**src/rtl/core/xxkd_pkg.sv**
```systemverilog
// Shared types, constants and the XXTEA mixing function for the keystream word decryptor.
package xxkd_pkg;

    localparam int unsigned KEY_WORDS_DEF     = 1024;
    localparam int unsigned FULL_WORDS_DEF    = 512;
    localparam int unsigned SPARSE_STRIDE_DEF = 64;
    localparam int unsigned CHECK_WORDS_DEF   = 128;
    localparam int unsigned EXPAND_ROUNDS_DEF = 6;

    localparam int unsigned WORD_W      = 32;
    localparam int unsigned CFG_INDEX_W = 3;
    localparam logic [WORD_W-1:0] XXTEA_DELTA = 32'h9e37_79b9;

    typedef enum logic [CFG_INDEX_W-1:0] {
        REG_KEY_PART_ZERO  = 3'd0,
        REG_KEY_PART_ONE   = 3'd1,
        REG_KEY_PART_TWO   = 3'd2,
        REG_KEY_PART_THREE = 3'd3
    } cfg_reg_t;

    typedef enum logic [2:0] {
        ST_IDLE,
        ST_EXP_ROUND,
        ST_EXP_READ,
        ST_EXP_MIX,
        ST_EXP_WRITE,
        ST_DEC_READ,
        ST_DEC_DONE
    } state_t;

    typedef struct packed {
        logic accept;
        logic exp_begin;
        logic exp_round;
        logic exp_read;
        logic exp_mix;
        logic exp_write;
        logic exp_finish;
        logic dec_read;
        logic out_load;
    } cmd_t;

    typedef struct packed {
        logic key_valid;
        logic step_last;
        logic round_last;
        logic out_free;
    } status_t;

    function automatic logic [WORD_W-1:0] xxtea_mix(
        input logic [WORD_W-1:0] y,
        input logic [WORD_W-1:0] z,
        input logic [WORD_W-1:0] sum,
        input logic [WORD_W-1:0] key
    );
        logic [WORD_W-1:0] a;
        logic [WORD_W-1:0] b;
        a = ((z >> 5) ^ (y << 2)) + ((y >> 3) ^ (z << 4));
        b = (sum ^ y) + (key ^ z);
        return a ^ b;
    endfunction

endpackage

```
**src/rtl/core/xxkd_ctrl.sv**
```systemverilog
// Controller state machine sequencing keystream expansion and word decryption.
module xxkd_ctrl (
    input  logic              clk,
    input  logic              rst_n,
    input  logic              in_valid,
    output logic              in_stall,
    input  xxkd_pkg::status_t status,
    output xxkd_pkg::cmd_t    cmd
);

    xxkd_pkg::state_t state_reg;
    xxkd_pkg::state_t state_next;

    always_ff @(posedge clk or negedge rst_n)
    begin
        if (!rst_n)
        begin
            state_reg <= xxkd_pkg::ST_IDLE;
        end
        else
        begin
            state_reg <= state_next;
        end
    end

    always_comb
    begin
        state_next = state_reg;
        cmd        = '0;
        in_stall   = 1'b1;
        unique case (state_reg)
            xxkd_pkg::ST_IDLE:
            begin
                in_stall = 1'b0;
                if (in_valid)
                begin
                    cmd.accept = 1'b1;
                    if (status.key_valid)
                    begin
                        state_next = xxkd_pkg::ST_DEC_READ;
                    end
                    else
                    begin
                        cmd.exp_begin = 1'b1;
                        state_next    = xxkd_pkg::ST_EXP_ROUND;
                    end
                end
            end
            xxkd_pkg::ST_EXP_ROUND:
            begin
                cmd.exp_round = 1'b1;
                state_next    = xxkd_pkg::ST_EXP_READ;
            end
            xxkd_pkg::ST_EXP_READ:
            begin
                cmd.exp_read = 1'b1;
                state_next   = xxkd_pkg::ST_EXP_MIX;
            end
            xxkd_pkg::ST_EXP_MIX:
            begin
                cmd.exp_mix = 1'b1;
                state_next  = xxkd_pkg::ST_EXP_WRITE;
            end
            xxkd_pkg::ST_EXP_WRITE:
            begin
                cmd.exp_write = 1'b1;
                priority if (!status.step_last)
                begin
                    state_next = xxkd_pkg::ST_EXP_READ;
                end
                else if (!status.round_last)
                begin
                    state_next = xxkd_pkg::ST_EXP_ROUND;
                end
                else
                begin
                    cmd.exp_finish = 1'b1;
                    state_next     = xxkd_pkg::ST_DEC_READ;
                end
            end
            xxkd_pkg::ST_DEC_READ:
            begin
                cmd.dec_read = 1'b1;
                state_next   = xxkd_pkg::ST_DEC_DONE;
            end
            xxkd_pkg::ST_DEC_DONE:
            begin
                if (status.out_free)
                begin
                    cmd.out_load = 1'b1;
                    state_next   = xxkd_pkg::ST_IDLE;
                end
            end
            default:
            begin
                state_next = xxkd_pkg::ST_IDLE;
            end
        endcase
    end

    a_dec_needs_key: assert property (@(posedge clk) disable iff (!rst_n)
        (state_reg == xxkd_pkg::ST_DEC_READ) |-> status.key_valid)
        else $error("decrypt read without a valid keystream");

    a_done_returns_idle: assert property (@(posedge clk) disable iff (!rst_n)
        (state_reg == xxkd_pkg::ST_DEC_DONE && status.out_free)
        |=> (state_reg == xxkd_pkg::ST_IDLE))
        else $error("result load did not return to idle");

    a_expand_from_accept: assert property (@(posedge clk) disable iff (!rst_n)
        $rose(state_reg == xxkd_pkg::ST_EXP_ROUND) && $past(state_reg == xxkd_pkg::ST_IDLE)
        |-> $past(!status.key_valid))
        else $error("expansion started with a valid keystream");

endmodule

```
**config.mk**
```make
export PLATFORM = sky130hd
export DESIGN_NAME = xxkd_ctrl
export DESIGN_NICKNAME = d
export VERILOG_FILES = /design/src/rtl/core/xxkd_pkg.sv /design/src/rtl/core/xxkd_ctrl.sv
export SDC_FILE = /design/constraint.sdc
export NUM_CORES = 1
export LEC_CHECK = 0
export ABC_CLOCK_PERIOD_IN_PS = 1100
export BUFFER_PORTS_ARGS = -buffer_cell sky130_fd_sc_hd__buf_2
export CAP_MARGIN = 30
export CORE_AREA = 2 2 39 41
export CTS_CLUSTER_DIAMETER = 80
export DETAILED_ROUTE_END_ITERATION = 10
export DIE_AREA = 0 0 41 43
export GPL_TIMING_DRIVEN = 0
export SLEW_MARGIN = 0
export SYNTH_ARGS = -nofsm -noshare
export SYNTH_HDL_FRONTEND = slang
export SYNTH_SLANG_ARGS = --single-unit
export TNS_END_PERCENT = 5
```
**constraint.sdc**
```tcl
create_clock -name clk -period 1.1 [get_ports clk]
set_clock_uncertainty 0.1 [all_clocks]
set_input_delay 0.055 -clock clk [delete_from_list [all_inputs] [get_ports clk]]
set_output_delay 0.055 -clock clk [all_outputs]
set_load 0.005 [all_outputs]
```
# Yosys cells after proc, flatten, opt, wreduce, memory -nomap -nowiden
# Cells that the tools add are included.
classes:
  eq_ne: 8
  muxes: 19
  reduce_logical: 2
ops:
  columns: ["op", "count"]
  rows:
  - ["3-bit case mux with 7 select lines", 1]
  - ["3-bit 2-to-1 mux", 5]
  - ["1-bit 2-to-1 mux", 10]
  - ["3-bit equality test, second input constant", 3]
  - ["3-bit by 2-bit equality test with 1-bit output, second input constant", 2]
  - ["2-bit 2-to-1 mux", 3]
  - ["2-bit != test, second input constant", 2]
  - ["3-bit by 1-bit equality test with 1-bit output, second input constant", 1]
  - ["3-bit logical NOT", 1]
  - ["2-bit AND reduction", 1]
word_totals:
  register_bits: 3
  in_bits: 7
  output_inout_bits: 10
  word_cells: 30

# Logic depth before layout (Yosys ltp)
logic_depth:
  word_depth: 3
  depth_mapped: 4
  mapped_depth_nobuf: 3

# Worst setup path before layout
# OpenSTA, ideal clock, no wires.
synth_timing:
  kind: "reg-to-output"
  start: "register state_reg[0]"
  end: "output port cmd[7] in the netlist's numbering"
  arrival_time_ns: 0.980
  path_slack_ns: -0.035
  stages_incl_launch_ff: 4
  n_path_buf: 1
  cell_sequence: "dfrtp_1 > buf_6 > or3_4 > nor3_2"
synth_rtl:
  columns: ["element", "line_no", "text"]
  rows:
  - ["start: declaration", "xxkd_ctrl.sv:11", "xxkd_pkg::state_t state_reg;"]
  - ["start signal: assignment", "xxkd_ctrl.sv:18", "state_reg <= xxkd_pkg::ST_IDLE;"]
  - ["start signal: assignment", "xxkd_ctrl.sv:22", "state_reg <= state_next;"]
  - ["end: declaration", "xxkd_ctrl.sv:8", "output xxkd_pkg::cmd_t cmd"]

==> flow_metrics.env <==
export IMPL_power_density_nw_per_um2=2583
export IMPL_fillers=152
export IMPL_seq_power_share_pct=19.5
export IMPL_layout_common_cells="buf_2 (16), buf_6 (3), clkbuf_4 (3), dfrtp_1 (3)"
export IMPL_cp_max_fo=10
export IMPL_syn_nets=36
export IMPL_power_switching_mw=0.3990
export IMPL_clk_pin_slew_ps=40
export IMPL_drtIter0Drc=5
export IMPL_layout_commonest_cell="buf_2"
export IMPL_finalSetupTns_ps=-2302
export IMPL_die_w_um=41
export IMPL_viasPerCell=4.545
export IMPL_path_class="flop to output pin"
export IMPL_nets=58
export IMPL_insertedDiodeCount=0
export IMPL_met2_usage_pct=11.56
export IMPL_routed_wl_um=629
export IMPL_cts_buffers=3
export IMPL_setup_ws_ps=-385.5
export IMPL_ant_nets=0
export IMPL_clkPwrFrac_pct=18.5
export IMPL_grt_overflow=0
export IMPL_layout_drive_gt1_share_pct=54.00
export IMPL_die_h_um=43
export IMPL_io_buffers=16
export IMPL_outcome="finished with violations"
export IMPL_drt_first_pass_iters=4
export IMPL_syn2layout_area_growth_pct=57.97
export IMPL_fin_util_pct=29.57
export IMPL_drv_slew=0
export IMPL_rsz0062_at_grt="true"
export IMPL_violations="setup timing"
export IMPL_worstPathArrival_ps=1330
export IMPL_cts_htree_levels=1
export IMPL_placed_cell_area_um2=359.1
export IMPL_vdd_drop_max_v=0.0007725
export IMPL_cts_sinks=3
export IMPL_pre_cts_slack_ps=-149.6
export IMPL_p_comb_share_pct=62.0
export IMPL_synth_seq_area_share_pct=28.99
export IMPL_fmax_mhz=673.2
export IMPL_vias=300
export IMPL_avgSynthCellArea_um2=8.931
export IMPL_place_hpwl_um=478.4
export IMPL_worst_slew_pin_slew_ps=171.1
export IMPL_synth_distinct_cells=21
export IMPL_syn_inst=29
export IMPL_power_leakage_nw=0.2239
export IMPL_largest_reg_flops=3
export IMPL_ys_ff_latch=3
export IMPL_clk_latency_ps=230
export IMPL_synth_area_um2=259.0
export IMPL_place_gp_congestion=0.7568
export IMPL_ios=17
export IMPL_slew_headroom_pct=88.53
export IMPL_antenna_found_initial=0
export IMPL_hp_class="input pin to flop"
export IMPL_grt_pass1_vias=265
export IMPL_required_ps=940
export IMPL_clk_path_buf_depth=2
export IMPL_setup_viol=11
export IMPL_finalHoldViolCount=0
export IMPL_stdcell_count=66
export IMPL_postLayoutCellArea_um2=409.1
export IMPL_core_rowCount=14
export IMPL_startpoint_type="flop"
export IMPL_period_needed_ps=1485
export IMPL_grt_max_degree=11
export IMPL_core_region_area_um2=1384
export IMPL_wl_per_cell_um=9.530
export IMPL_root_buffer="clkbuf_4"
export IMPL_cts_tree="built"
export IMPL_ys_warn_count=0
export IMPL_grt_busiest_layer="met2"
export IMPL_grt_util_met3_pct=3.141
export IMPL_drc=0
export IMPL_start_util_pct=18.72
export IMPL_grt_pass1_wl_um=993
export IMPL_grt_use_total_pct=8.871
export IMPL_use_met1_pct=9.772
export IMPL_drv_cap=0
export IMPL_post_route_period_util_pct=135.0
export IMPL_dp_cells=61
export IMPL_die_area_um2=1763
export IMPL_sw_frac_of_total_pct=37.76
export IMPL_end_kind="output pin"
export IMPL_p_int_mw=0.6577
[through the flow]
stage	hold WS (ps)	power (mW)
CTS	1.281	1.065
global placement	-250.2	0.8006
global route	5.604	1.150
finish	16.98	1.057
floorplan	-340.6	0.6302
detailed placement	-247.1	0.8134
[cells in the mapped netlist]
master,instances,share of area (%)
a211oi_1,1,2.9
a21o_1,1,2.9
a22oi_1,2,5.8
a31oi_1,1,2.4
and2_1,1,2.4
and3_1,1,2.4
and3b_1,2,6.8
and4b_1,1,3.9
buf_2,1,1.9
buf_6,2,8.7
dfrtp_1,3,29
inv_1,1,1.4
nand2_1,2,2.9
nand2b_1,2,4.8
nor2_1,1,1.4
nor2_2,1,2.4
nor3_1,1,1.9
nor3_2,1,3.9
nor3b_1,2,5.8
o21ai_0,1,1.9
or3_4,1,4.3
[cell families after synthesis]
family          after synthesis  share of synthesized area (%)
compound gates                6                          15.94
buf+inv                       4                          12.07
flops                         3                          28.98
simple gates                 16                          43.00
[layer usage]
| metal | share of wire [%] | up-vias | wire [um] |
|---|---|---|---|
| li1 | - | 148 | - |
| met2 | 50 | 16 | 317 |
| met4 | 0 | 0 | 0 |
| met3 | 7.8 | 0 | 49 |
| met1 | 42 | 136 | 262 |
| met5 | 0 | - | 0 |
[final cells by class]
cell class,count,area [um2],share of cell area (%)
well taps,16,20.02,4.893
clock buffers,4,26.28,6.422
multi-input cells,22,160.2,39.14
inverters,1,3.754,0.9174
plain buffers,3,33.78,8.257
flip-flops and latches,3,75.07,18.35
repair buffers,17,90.09,22.02
[worst max-delay path: stages, from the launching register on]
cell,delay (ps)
dfrtp_1,390
buf_6,140
or3_4,340
nor3_2,100
buf_2,130
[power by group through the flow]
stage	combinational, mW	clock [mW]	sequential (mW)
3_5_place_dp	0.609	0	0.204
2_1_floorplan	0.432	0	0.198
4_1_cts	0.655	0.203	0.208
6_report	0.655	0.195	0.206
3_3_place_gp	0.597	0	0.204
5_1_grt	0.726	0.211	0.213
[repair_timing]
item	CTS	global route
pin swaps	2	1
setup endpoints to repair	11	13
resized for setup	4	0
setup buffers	0	0
hold endpoints to repair	3	0
hold buffers	1	0
[final timing paths]
path / from / end / slack (ps) / cells after the start
min in group asynchronous: rst_n / state_reg[1] / 50 / 2
max in group asynchronous: rst_n / state_reg[2] / 750 / 2
setup / recovery: state_reg[1] / cmd[7] / -390 / 4
hold / removal: status[2] / state_reg[0] / 20 / 3
setup reg to reg: state_reg[1] / state_reg[2] / -110 / 4
hold reg to reg: state_reg[0] / state_reg[0] / 440 / 2
No activity file was read; power rests on OpenSTA's default activity.
